===== src/hw/rtl/dlmo_pkg.sv =====
// Package for the dual logistic map oscillator.
// Holds the sequencer state type and the multiply slot codes; no dependencies.
`default_nettype none

package dlmo_pkg;

  typedef enum logic [7:0] {
    ST_IDLE = 8'b0000_0001,
    ST_CLIP = 8'b0000_0010,
    ST_PREP = 8'b0000_0100,
    ST_LOAD = 8'b0000_1000,
    ST_MAG  = 8'b0001_0000,
    ST_MUL  = 8'b0010_0000,
    ST_FIN  = 8'b0100_0000,
    ST_DONE = 8'b1000_0000
  } state_t;

  // Order of the four multiplications of one beat.
  typedef enum logic [1:0] {
    OP_ONE_RATE  = 2'd0,
    OP_ONE_SCALE = 2'd1,
    OP_TWO_RATE  = 2'd2,
    OP_TWO_SCALE = 2'd3
  } op_t;

endpackage

`default_nettype wire


===== src/hw/rtl/dlmo_if.sv =====
// Valid/ready channel interfaces for the dual logistic map oscillator.
// Input channel carries rate, seed and offset; output channel both trajectories.
`default_nettype none

interface dlmo_in_if #(
  parameter int WORD_BITS = 32
);
  logic                        valid;
  logic                        ready;
  logic signed [WORD_BITS-1:0] growth_rate;
  logic signed [WORD_BITS-1:0] start_value;
  logic signed [WORD_BITS-1:0] offset_value;

  modport source (output valid, output growth_rate, output start_value,
                  output offset_value, input ready);
  modport sink (input valid, input growth_rate, input start_value,
                input offset_value, output ready);
endinterface

interface dlmo_out_if #(
  parameter int WORD_BITS = 32
);
  logic                        valid;
  logic                        ready;
  logic signed [WORD_BITS-1:0] trajectory_one;
  logic signed [WORD_BITS-1:0] trajectory_two;

  modport source (output valid, output trajectory_one, output trajectory_two,
                  input ready);
  modport sink (input valid, input trajectory_one, input trajectory_two,
                output ready);
endinterface

`default_nettype wire


===== src/hw/rtl/dual_logistic_map_oscillator.sv =====
// Dual logistic map oscillator top level: sequencer around one shared multiplier.
// Depends on dlmo_pkg and the channel interfaces in dlmo_if.sv.
//
// Usage. Each input beat carries a growth rate, a seed and an offset in signed
// fixed point with FRACTION_BITS fraction bits. The rate is clipped to 3.5..4.0
// and the seed to 0.000001..0.999999. On the first beat after reset, or when the
// clipped seed or the raw offset changes, trajectory one restarts at the seed and
// trajectory two at the clipped seed plus offset, held within -0.999999..0.999999.
// Both then take one logistic step and one output beat carries the two new values.
// Sequence: an accepted item is clipped and set up, then goes through the four
// multiplications, each done on one half-width multiplier as four partial
// products, with operand set-up and rounding steps around each, before it moves
// to the output register. in_ch.ready stays low from acceptance until then, so a
// new beat is taken only once the last one has reached the output register.
// Reset (synchronous, active low) returns both trajectories and the last seed
// to one half, clears the last offset and forgets that any beat was seen.
// A stalled receiver holds the output register; the next input beat is still
// taken and worked, and its result waits until the register is free.
`default_nettype none

module dual_logistic_map_oscillator #(
  parameter int WORD_BITS     = 32,
  parameter int FRACTION_BITS = 28
) (
  input  wire          clk,
  input  wire          rst_n,
  dlmo_in_if.sink      in_ch,
  dlmo_out_if.source   out_ch
);

  localparam int W  = WORD_BITS;
  localparam int F  = FRACTION_BITS;
  localparam int H  = (W + 1) / 2;
  localparam int AW = 4 * H;
  localparam int QW = AW - F;

  localparam logic [63:0] ONE_U    = 64'd1 << F;
  localparam logic [63:0] HALF_U   = ONE_U >> 1;
  localparam logic [63:0] EPS_U    = (ONE_U + 64'd500000) / 64'd1000000;
  localparam logic [63:0] NEAR1_U  = ONE_U - EPS_U;
  localparam logic [63:0] LAM_LO_U = 64'd7 * HALF_U;
  localparam logic [63:0] LAM_HI_U = ONE_U << 2;

  localparam logic signed [W-1:0] FX_HALF   = signed'(HALF_U[W-1:0]);
  localparam logic signed [W-1:0] FX_EPS    = signed'(EPS_U[W-1:0]);
  localparam logic signed [W-1:0] FX_NEAR1  = signed'(NEAR1_U[W-1:0]);
  localparam logic signed [W-1:0] FX_LAM_LO = signed'(LAM_LO_U[W-1:0]);
  localparam logic signed [W-1:0] FX_LAM_HI = signed'(LAM_HI_U[W-1:0]);
  localparam logic signed [W-1:0] FX_MAXV   = signed'({1'b0, {(W-1){1'b1}}});
  localparam logic signed [W-1:0] FX_MINV   = signed'({1'b1, {(W-1){1'b0}}});

  localparam logic signed [W:0] NEAR1_X     = signed'({1'b0, NEAR1_U[W-1:0]});
  localparam logic signed [W:0] NEG_NEAR1_X = -NEAR1_X;
  localparam logic signed [W:0] ONE_X       = signed'({1'b0, ONE_U[W-1:0]});
  localparam logic signed [W:0] MAXV_X      = signed'({2'b00, {(W-1){1'b1}}});

  dlmo_pkg::state_t state_r, state_nxt;
  dlmo_pkg::op_t    op_r, op_nxt;
  logic [1:0]       cnt_r, cnt_nxt;
  logic             started_r, started_nxt;
  logic             out_valid_r, out_valid_nxt;

  logic signed [W-1:0] lam_r, lam_nxt;
  logic signed [W-1:0] seed_r, seed_nxt;
  logic signed [W-1:0] err_r, err_nxt;
  logic signed [W-1:0] second_r, second_nxt;
  logic signed [W-1:0] x1_r, x1_nxt;
  logic signed [W-1:0] x2_r, x2_nxt;
  logic signed [W-1:0] last_seed_r, last_seed_nxt;
  logic signed [W-1:0] last_offset_r, last_offset_nxt;
  logic signed [W-1:0] prod_r, prod_nxt;
  logic signed [W-1:0] opa_r, opa_nxt;
  logic signed [W-1:0] opb_r, opb_nxt;
  logic [2*H-1:0]      maga_r, maga_nxt;
  logic [2*H-1:0]      magb_r, magb_nxt;
  logic                neg_r, neg_nxt;
  logic [AW-1:0]       acc_r, acc_nxt;
  logic signed [W-1:0] out_one_r, out_one_nxt;
  logic signed [W-1:0] out_two_r, out_two_nxt;

  logic                in_fire;
  logic                out_load;
  logic signed [W:0]   sum2;
  logic signed [W-1:0] x_sel;
  logic signed [W:0]   om_diff;
  logic signed [W-1:0] om_val;
  logic [W-1:0]        mag_a_w;
  logic [W-1:0]        mag_b_w;
  logic [H-1:0]        a_half;
  logic [H-1:0]        b_half;
  logic [2*H-1:0]      pp;
  logic [AW-1:0]       pp_shift;
  logic [QW-1:0]       q;
  logic                rem_nz;
  logic                q_over;
  logic                q_big;
  logic signed [W-1:0] res;

  assign in_ch.ready           = (state_r == dlmo_pkg::ST_IDLE);
  assign in_fire               = in_ch.valid && in_ch.ready;
  assign out_ch.valid          = out_valid_r;
  assign out_ch.trajectory_one = out_one_r;
  assign out_ch.trajectory_two = out_two_r;
  assign out_load = (state_r == dlmo_pkg::ST_DONE) && (!out_valid_r || out_ch.ready);

  // Second start value, computed one bit wider so that it cannot overflow.
  assign sum2 = {seed_r[W-1], seed_r} + {err_r[W-1], err_r};

  // One minus x, saturated at the top of the word.
  assign x_sel   = (op_r == dlmo_pkg::OP_TWO_SCALE) ? x2_r : x1_r;
  assign om_diff = ONE_X - {x_sel[W-1], x_sel};
  assign om_val  = (om_diff > MAXV_X) ? FX_MAXV : om_diff[W-1:0];

  assign mag_a_w = opa_r[W-1] ? unsigned'(-opa_r) : unsigned'(opa_r);
  assign mag_b_w = opb_r[W-1] ? unsigned'(-opb_r) : unsigned'(opb_r);

  // Partial product of half-width magnitude digits.
  assign a_half = cnt_r[1] ? maga_r[2*H-1:H] : maga_r[H-1:0];
  assign b_half = cnt_r[0] ? magb_r[2*H-1:H] : magb_r[H-1:0];
  assign pp     = a_half * b_half;

  always_comb begin
    case (cnt_r)
      2'd0:    pp_shift = AW'(pp);
      2'd3:    pp_shift = AW'(pp) << (2 * H);
      default: pp_shift = AW'(pp) << H;
    endcase
  end

  // Scale back by the fraction width, round towards minus infinity, saturate.
  assign q      = acc_r[AW-1:F];
  assign rem_nz = |acc_r[F-1:0];
  assign q_over = |q[QW-1:W-1];
  assign q_big  = (|q[QW-1:W]) || (q[W-1] && (|q[W-2:0]));

  always_comb begin
    if (!neg_r) begin
      res = q_over ? FX_MAXV : signed'(q[W-1:0]);
    end else if (rem_nz) begin
      res = q_over ? FX_MINV : signed'(~q[W-1:0]);
    end else begin
      res = q_big ? FX_MINV : signed'(-q[W-1:0]);
    end
  end

  always_comb begin
    state_nxt       = state_r;
    op_nxt          = op_r;
    cnt_nxt         = cnt_r;
    started_nxt     = started_r;
    out_valid_nxt   = out_valid_r;
    lam_nxt         = lam_r;
    seed_nxt        = seed_r;
    err_nxt         = err_r;
    second_nxt      = second_r;
    x1_nxt          = x1_r;
    x2_nxt          = x2_r;
    last_seed_nxt   = last_seed_r;
    last_offset_nxt = last_offset_r;
    prod_nxt        = prod_r;
    opa_nxt         = opa_r;
    opb_nxt         = opb_r;
    maga_nxt        = maga_r;
    magb_nxt        = magb_r;
    neg_nxt         = neg_r;
    acc_nxt         = acc_r;
    out_one_nxt     = out_one_r;
    out_two_nxt     = out_two_r;

    if (out_valid_r && out_ch.ready) begin
      out_valid_nxt = 1'b0;
    end

    case (state_r)
      dlmo_pkg::ST_IDLE: begin
        if (in_fire) begin
          lam_nxt   = in_ch.growth_rate;
          seed_nxt  = in_ch.start_value;
          err_nxt   = in_ch.offset_value;
          state_nxt = dlmo_pkg::ST_CLIP;
        end
      end
      dlmo_pkg::ST_CLIP: begin
        if (lam_r > FX_LAM_HI) begin
          lam_nxt = FX_LAM_HI;
        end else if (lam_r < FX_LAM_LO) begin
          lam_nxt = FX_LAM_LO;
        end
        if (seed_r > FX_NEAR1) begin
          seed_nxt = FX_NEAR1;
        end else if (seed_r < FX_EPS) begin
          seed_nxt = FX_EPS;
        end
        state_nxt = dlmo_pkg::ST_PREP;
      end
      dlmo_pkg::ST_PREP: begin
        if (sum2 > NEAR1_X) begin
          second_nxt = FX_NEAR1;
        end else if (sum2 < NEG_NEAR1_X) begin
          second_nxt = -FX_NEAR1;
        end else begin
          second_nxt = sum2[W-1:0];
        end
        if (!started_r || seed_r != last_seed_r || err_r != last_offset_r) begin
          x1_nxt = seed_r;
          x2_nxt = second_nxt;
        end
        started_nxt     = 1'b1;
        last_seed_nxt   = seed_r;
        last_offset_nxt = err_r;
        op_nxt          = dlmo_pkg::OP_ONE_RATE;
        state_nxt       = dlmo_pkg::ST_LOAD;
      end
      dlmo_pkg::ST_LOAD: begin
        case (op_r)
          dlmo_pkg::OP_ONE_RATE: begin
            opa_nxt = x1_r;
            opb_nxt = lam_r;
          end
          dlmo_pkg::OP_TWO_RATE: begin
            opa_nxt = x2_r;
            opb_nxt = lam_r;
          end
          default: begin
            opa_nxt = prod_r;
            opb_nxt = om_val;
          end
        endcase
        state_nxt = dlmo_pkg::ST_MAG;
      end
      dlmo_pkg::ST_MAG: begin
        maga_nxt  = (2 * H)'(mag_a_w);
        magb_nxt  = (2 * H)'(mag_b_w);
        neg_nxt   = opa_r[W-1] ^ opb_r[W-1];
        acc_nxt   = '0;
        cnt_nxt   = 2'd0;
        state_nxt = dlmo_pkg::ST_MUL;
      end
      dlmo_pkg::ST_MUL: begin
        acc_nxt = acc_r + pp_shift;
        cnt_nxt = cnt_r + 2'd1;
        if (cnt_r == 2'd3) begin
          state_nxt = dlmo_pkg::ST_FIN;
        end
      end
      dlmo_pkg::ST_FIN: begin
        case (op_r)
          dlmo_pkg::OP_ONE_SCALE: x1_nxt   = res;
          dlmo_pkg::OP_TWO_SCALE: x2_nxt   = res;
          default:                prod_nxt = res;
        endcase
        if (op_r == dlmo_pkg::OP_TWO_SCALE) begin
          state_nxt = dlmo_pkg::ST_DONE;
        end else begin
          op_nxt    = dlmo_pkg::op_t'(op_r + 2'd1);
          state_nxt = dlmo_pkg::ST_LOAD;
        end
      end
      dlmo_pkg::ST_DONE: begin
        if (out_load) begin
          out_one_nxt   = x1_r;
          out_two_nxt   = x2_r;
          out_valid_nxt = 1'b1;
          state_nxt     = dlmo_pkg::ST_IDLE;
        end
      end
      default: begin
        state_nxt = dlmo_pkg::ST_IDLE;
      end
    endcase
  end

  always_ff @(posedge clk) begin
    if (!rst_n) begin
      state_r       <= dlmo_pkg::ST_IDLE;
      op_r          <= dlmo_pkg::OP_ONE_RATE;
      cnt_r         <= 2'd0;
      started_r     <= 1'b0;
      out_valid_r   <= 1'b0;
      x1_r          <= FX_HALF;
      x2_r          <= FX_HALF;
      last_seed_r   <= FX_HALF;
      last_offset_r <= '0;
    end else begin
      state_r       <= state_nxt;
      op_r          <= op_nxt;
      cnt_r         <= cnt_nxt;
      started_r     <= started_nxt;
      out_valid_r   <= out_valid_nxt;
      x1_r          <= x1_nxt;
      x2_r          <= x2_nxt;
      last_seed_r   <= last_seed_nxt;
      last_offset_r <= last_offset_nxt;
    end
  end

  always_ff @(posedge clk) begin
    lam_r     <= lam_nxt;
    seed_r    <= seed_nxt;
    err_r     <= err_nxt;
    second_r  <= second_nxt;
    prod_r    <= prod_nxt;
    opa_r     <= opa_nxt;
    opb_r     <= opb_nxt;
    maga_r    <= maga_nxt;
    magb_r    <= magb_nxt;
    neg_r     <= neg_nxt;
    acc_r     <= acc_nxt;
    out_one_r <= out_one_nxt;
    out_two_r <= out_two_nxt;
  end

  // A finished item is always handed to the output register and frees the input.
  a_done_loads: assert property (@(posedge clk) disable iff (!rst_n)
    out_load |=> out_valid_r && (state_r == dlmo_pkg::ST_IDLE))
    else $error("finished item was not moved to the output register");

  // Every multiplication starts from a cleared accumulator at the first digit.
  a_mul_start: assert property (@(posedge clk) disable iff (!rst_n)
    (state_r == dlmo_pkg::ST_MAG) |=>
      (state_r == dlmo_pkg::ST_MUL) && (cnt_r == 2'd0) && (acc_r == '0))
    else $error("multiplication did not start from a cleared accumulator");

  // An accepted beat marks the trajectories as started before any multiply.
  a_started: assert property (@(posedge clk) disable iff (!rst_n)
    in_fire |=> ##2 started_r && (state_r == dlmo_pkg::ST_LOAD)
      && (op_r == dlmo_pkg::OP_ONE_RATE))
    else $error("beat did not start the trajectories");

endmodule

`default_nettype wire


===== src/flat_wrapper.sv =====
// flat-port wrapper written by rule: the top's interface ports become plain ports
module dual_logistic_map_oscillator_flat 
#(
  parameter int WORD_BITS     = 32,
  parameter int FRACTION_BITS = 28
)
  (clk, rst_n, in_ch_valid, in_ch_growth_rate, in_ch_start_value, in_ch_offset_value, in_ch_ready, out_ch_valid, out_ch_trajectory_one, out_ch_trajectory_two, out_ch_ready);
  dlmo_in_if #(.WORD_BITS(WORD_BITS)) in_ch_i ();
  dlmo_out_if #(.WORD_BITS(WORD_BITS)) out_ch_i ();
  input  wire clk;
  input  wire rst_n;
  input wire logic [$bits(in_ch_i.valid)-1:0] in_ch_valid;
  input wire logic [$bits(in_ch_i.growth_rate)-1:0] in_ch_growth_rate;
  input wire logic [$bits(in_ch_i.start_value)-1:0] in_ch_start_value;
  input wire logic [$bits(in_ch_i.offset_value)-1:0] in_ch_offset_value;
  output wire logic [$bits(in_ch_i.ready)-1:0] in_ch_ready;
  output wire logic [$bits(out_ch_i.valid)-1:0] out_ch_valid;
  output wire logic [$bits(out_ch_i.trajectory_one)-1:0] out_ch_trajectory_one;
  output wire logic [$bits(out_ch_i.trajectory_two)-1:0] out_ch_trajectory_two;
  input wire logic [$bits(out_ch_i.ready)-1:0] out_ch_ready;
  assign in_ch_i.valid = in_ch_valid;
  assign in_ch_i.growth_rate = in_ch_growth_rate;
  assign in_ch_i.start_value = in_ch_start_value;
  assign in_ch_i.offset_value = in_ch_offset_value;
  assign in_ch_ready = in_ch_i.ready;
  assign out_ch_valid = out_ch_i.valid;
  assign out_ch_trajectory_one = out_ch_i.trajectory_one;
  assign out_ch_trajectory_two = out_ch_i.trajectory_two;
  assign out_ch_i.ready = out_ch_ready;
  dual_logistic_map_oscillator #(.WORD_BITS(WORD_BITS), .FRACTION_BITS(FRACTION_BITS)) u_core (.clk(clk), .rst_n(rst_n), .in_ch(in_ch_i), .out_ch(out_ch_i));
endmodule

===== config.mk =====
export PLATFORM = sky130hd
export DESIGN_NAME = dual_logistic_map_oscillator_flat
export DESIGN_NICKNAME = d
export VERILOG_FILES = /design/src/hw/rtl/dlmo_pkg.sv /design/src/hw/rtl/dlmo_if.sv /design/src/hw/rtl/dual_logistic_map_oscillator.sv /design/src/flat_wrapper.sv
export SDC_FILE = /design/constraint.sdc
export NUM_CORES = 2
export LEC_CHECK = 0
export BUFFER_PORTS_ARGS = -buffer_cell sky130_fd_sc_hd__buf_2
export CORE_MARGIN = 3
export CORE_UTILIZATION = 40
export CTS_CLUSTER_SIZE = 14
export DETAILED_ROUTE_END_ITERATION = 8
export SLEW_MARGIN = 40
export SYNTH_ARGS = -nofsm -noshare
export SYNTH_HDL_FRONTEND = slang
export SYNTH_SLANG_ARGS = --single-unit

===== constraint.sdc =====
create_clock -name clk -period 14.33 [get_ports clk]
set_input_delay 0.7165 -clock clk [delete_from_list [all_inputs] [get_ports clk]]
set_output_delay 0.7165 -clock clk [all_outputs]
set_load 0.01 [all_outputs]

==> out/metrics.csv <==
stage,metric,value,unit
setup_path,FF-to-FF End,u_core.acc_r[44]$_SDFFCE_PN0P_,
sta,final hold violation count,0,
grt,largest net degree at the start of global routing,78,
sta,RSZ-0062 raised after global routing,no,
clock_tree,CTS resizes,0,
synthesis,most common flop cell mapped by yosys,edfxtp_1,
place,Placer Congestion,0.974,
synthesis,Mean Syn Cell Area,9.27,um2
synthesis,most common cell in the netlist,nand2_1,
sta,Max-Slew Margin vs Limit,39.9,%
setup_path,Critical path origin,u_core.cnt_r[1]$_SDFFE_PN0P_,
cells_and_area,final net count,4842,
sta,worst hold slack,259,ps
place,placed cell area,41600,um2
power,internal power,4.68,mW
cells_and_area,layout cells sized above 1,9.46,%
synthesis,Post-Syn Nets,4743,
cells_and_area,Antenna diodes,0,
sta,fin crit share,73.8,%
floorplanning,Core ar.,97000,um2
place,Placed Cells,5551,
setup_path,worst path bufs/invs,4,
drt,DRT Wirelength,127000,um
grt,total track usage,24.3,%
min_path,Hold/Removal Path Class,primary input to register,
power,Net Sw Frac,47.9,%
clock_tree,clk_lat worst skew,650,ps
cells_and_area,Finished Layout Cells,5661,
clock_tree,clock-pin slew on the worst setup and hold paths,60,ps
grt,first-pass GRT wire length,192000,um
synthesis,"flops & latches, synth",527,
setup_path,crit path capture type,register,
synthesis,cells after synthesis,4236,
power,Comb pwr share,61.3,%
drt,via density per instance,5.79,
synthesis,Netlist cell types,81,
setup_path,critical path type,register to register,
floorplanning,die height,319,um
clock_tree,Clock Sinks,527,
place,DP HPWL,99300,um
drt,Via Count,32800,
synthesis,YS warnings,0,
setup_path,Critical Path Max Stage Delay,800,ps
drt,drt first pass iters,6,
synthesis,top-area cell type share of the netlist area,29.4,%
sta,max-slew violations,0,
power,Clk network pwr share,16.4,%
min_path,Hold Crit Depth,1,
place,IO Port Bufs,165,
setup_path,crit path max fanout,35,
sta,fmax,94.6,MHz
power,Psw,4.31,mW
setup_path,critical path launch point type,register,
clock_tree,H-tree depth,2,
synthesis,"top cells by area, synth","edfxtp_1 29%, fa_1 10%, dfxtp_1 7.2%, ha_1 6.7%, nand2_1 5.6%",
synthesis,Mapped Area,39300,um2
synthesis,register area share after synthesis,36.7,%
synthesis,number of enable flip-flop cells after synthesis,385,
min_path,hold path startpoint,in_ch_offset_value[27],
setup_path,Top delay family on crit path,adder cells,
sta,setup TNS,0,ps
setup_path,slowest CP cell,mux2i_1,
setup_path,required time of the critical path,14670,ps
sta,Tmin final,10570,ps
setup_path,Reg2Reg Setup Slack,3760,ps
grt,initial antenna violation count,2,
synthesis,"area leader, netlist",edfxtp_1,
drt,Avg WL per Cell,22.5,um
sta,Setup WS post-layout,3760,ps
drt,1st-iter DRT viols,3025,
sta,final setup vio count,0,
clock_tree,clock root buffer,clkbuf_16,
sta,worst slew pin tran,877,ps
floorplanning,die width,319,um
setup_path,"most used cell, CP",fa_1,
status,status,completed,
cells_and_area,design area,43500,um2
cells_and_area,Area Overhead vs Synth,10.8,%
synthesis,Async SR Flop Fraction,0,%
power,Pleak,17.2,nW
clock_tree,postcts setup bufs,0,
min_path,hold path endpoint,u_core.err_r[27]$_DFFE_PP_,
floorplanning,die area,102000,um2
drt,Remaining DRCs,0,
clock_tree,TritonCTS Buffers,58,
floorplanning,num rows,114,
grt,total gr overflow,0,
clock_tree,CTS Hold Bufs,0,
power,sequential share of power,22.3,%
floorplanning,Starting Density,40.5,%
setup_path,R2R Path Start,u_core.cnt_r[1]$_SDFFE_PN0P_,
place,worst slack at placement,3510,ps
clock_tree,Clock Path Buffers,3,
setup_path,FF-to-FF path depth,34,
power,"IR drop worst, VDD",0.000267,V
grt,vias in the first global route,31100,
run,Max Cap Viol,0,
floorplanning,IO Count,166,
synthesis,Post-synth top cells,"584 x nand2_1, 385 x edfxtp_1, 378 x nor2_1",
clock_tree,CTS tree,yes,
power,Cell Pwr Density,207,nW/um2
sta,clk_skew,51.4,ps
setup_path,Arrival @ worst endpoint,10900,ps
drt,Detail Route Antenna Nets,0,
-- cells in the final DEF (no fill, tap or decap), types with 43 or more instances in the layout --
cell type	n
buf_2	166
nand2_1	584
a21o_1	103
xor2_1	51
nor2b_1	57
edfxtp_1	385
or3_1	60
fa_1	196
o21ai_0	157
ha_1	210
nor4_1	46
inv_1	312
a21oi_1	256
xnor2_1	163
nor2_1	377
mux2i_1	59
dfxtp_1	141
clkbuf_16	60
nand3_1	67
buf_4	43
and2_1	56
nor3_1	97
-- worst max path at each step --
stage	end	slack (ps)	cells past startpoint
6_report	u_core.acc_r[44]$_SDFFCE_PN0P_	3760	34
5_1_grt	u_core.acc_r[44]$_SDFFCE_PN0P_	3220	34
4_1_cts	u_core.acc_r[44]$_SDFFCE_PN0P_	3500	34
3_5_place_dp	u_core.acc_r[44]$_SDFFCE_PN0P_	3510	34
3_3_place_gp	u_core.acc_r[61]$_SDFFCE_PN0P_	3730	34
2_1_floorplan	u_core.acc_r[61]$_SDFFCE_PN0P_	4330	38
-- cell type report --
type | instances | area [um2]
sequential | 527 | 14400
tap | 1276 | 1600
inverter | 316 | 1190
fill | 9444 | 53500
clock inverter | 29 | 234
timing repair buffer | 220 | 1300
multi-input combinational | 3212 | 23100
clock buffer | 81 | 1630
-- routing by layer --
metal	GRT usage, %	routed length, um
met1	33.6	55000
met2	39.5	59100
met3	2.81	8270
met4	8.71	5110
met5	0	13
-- metrics by stage --
step / util [%] / total power, mW
after CTS: 44.8 / 8.94
final: 44.8 / 8.98
after global routing: 44.8 / 9.60
after global placement: 42.7 / 7.43
after floorplan: - / 5.86
after detailed placement: 42.9 / 7.43
-- flip-flops by register name, indices dropped and copies added (netlist names), 2 cells and up --
signal	cells
u_core.op_r	2
u_core.state_r	8
u_core.last_offset_r	32
u_core.x2_r	32
u_core.out_ch.trajectory_two	32
u_core.opb_r	32
u_core.x1_r	32
u_core.cnt_r	2
u_core.last_seed_r	32
u_core.lam_r	32
u_core.prod_r	32
u_core.acc_r	64
u_core.magb_r	32
u_core.err_r	32
u_core.opa_r	32
u_core.out_ch.trajectory_one	32
u_core.maga_r	32
u_core.seed_r	32
-- power groups by stage --
| stage | clock, mW | combinational [mW] | sequential, mW |
|---|---|---|---|
| floorplan | 0 | 3.93 | 1.93 |
| global placement | 0 | 5.39 | 2.04 |
| detailed placement | 0 | 5.40 | 2.03 |
| CTS | 1.49 | 5.44 | 2.00 |
| global route | 1.55 | 6.04 | 2.01 |
| finish | 1.47 | 5.51 | 2.01 |
-- cell families after synthesis --
| family | synth area share (%) |
|---|---|
| buffers and inverters | 4.79 |
| adders and majority gates | 16.7 |
| and+or+nand+nor | 18.7 |
| DFF | 36.7 |
| AOI/OAI and AO/OA | 15.7 |
| muxes | 2.60 |
| xor gates and xnor gates | 4.77 |
Note: power is estimated with default switching activity, not from simulation.
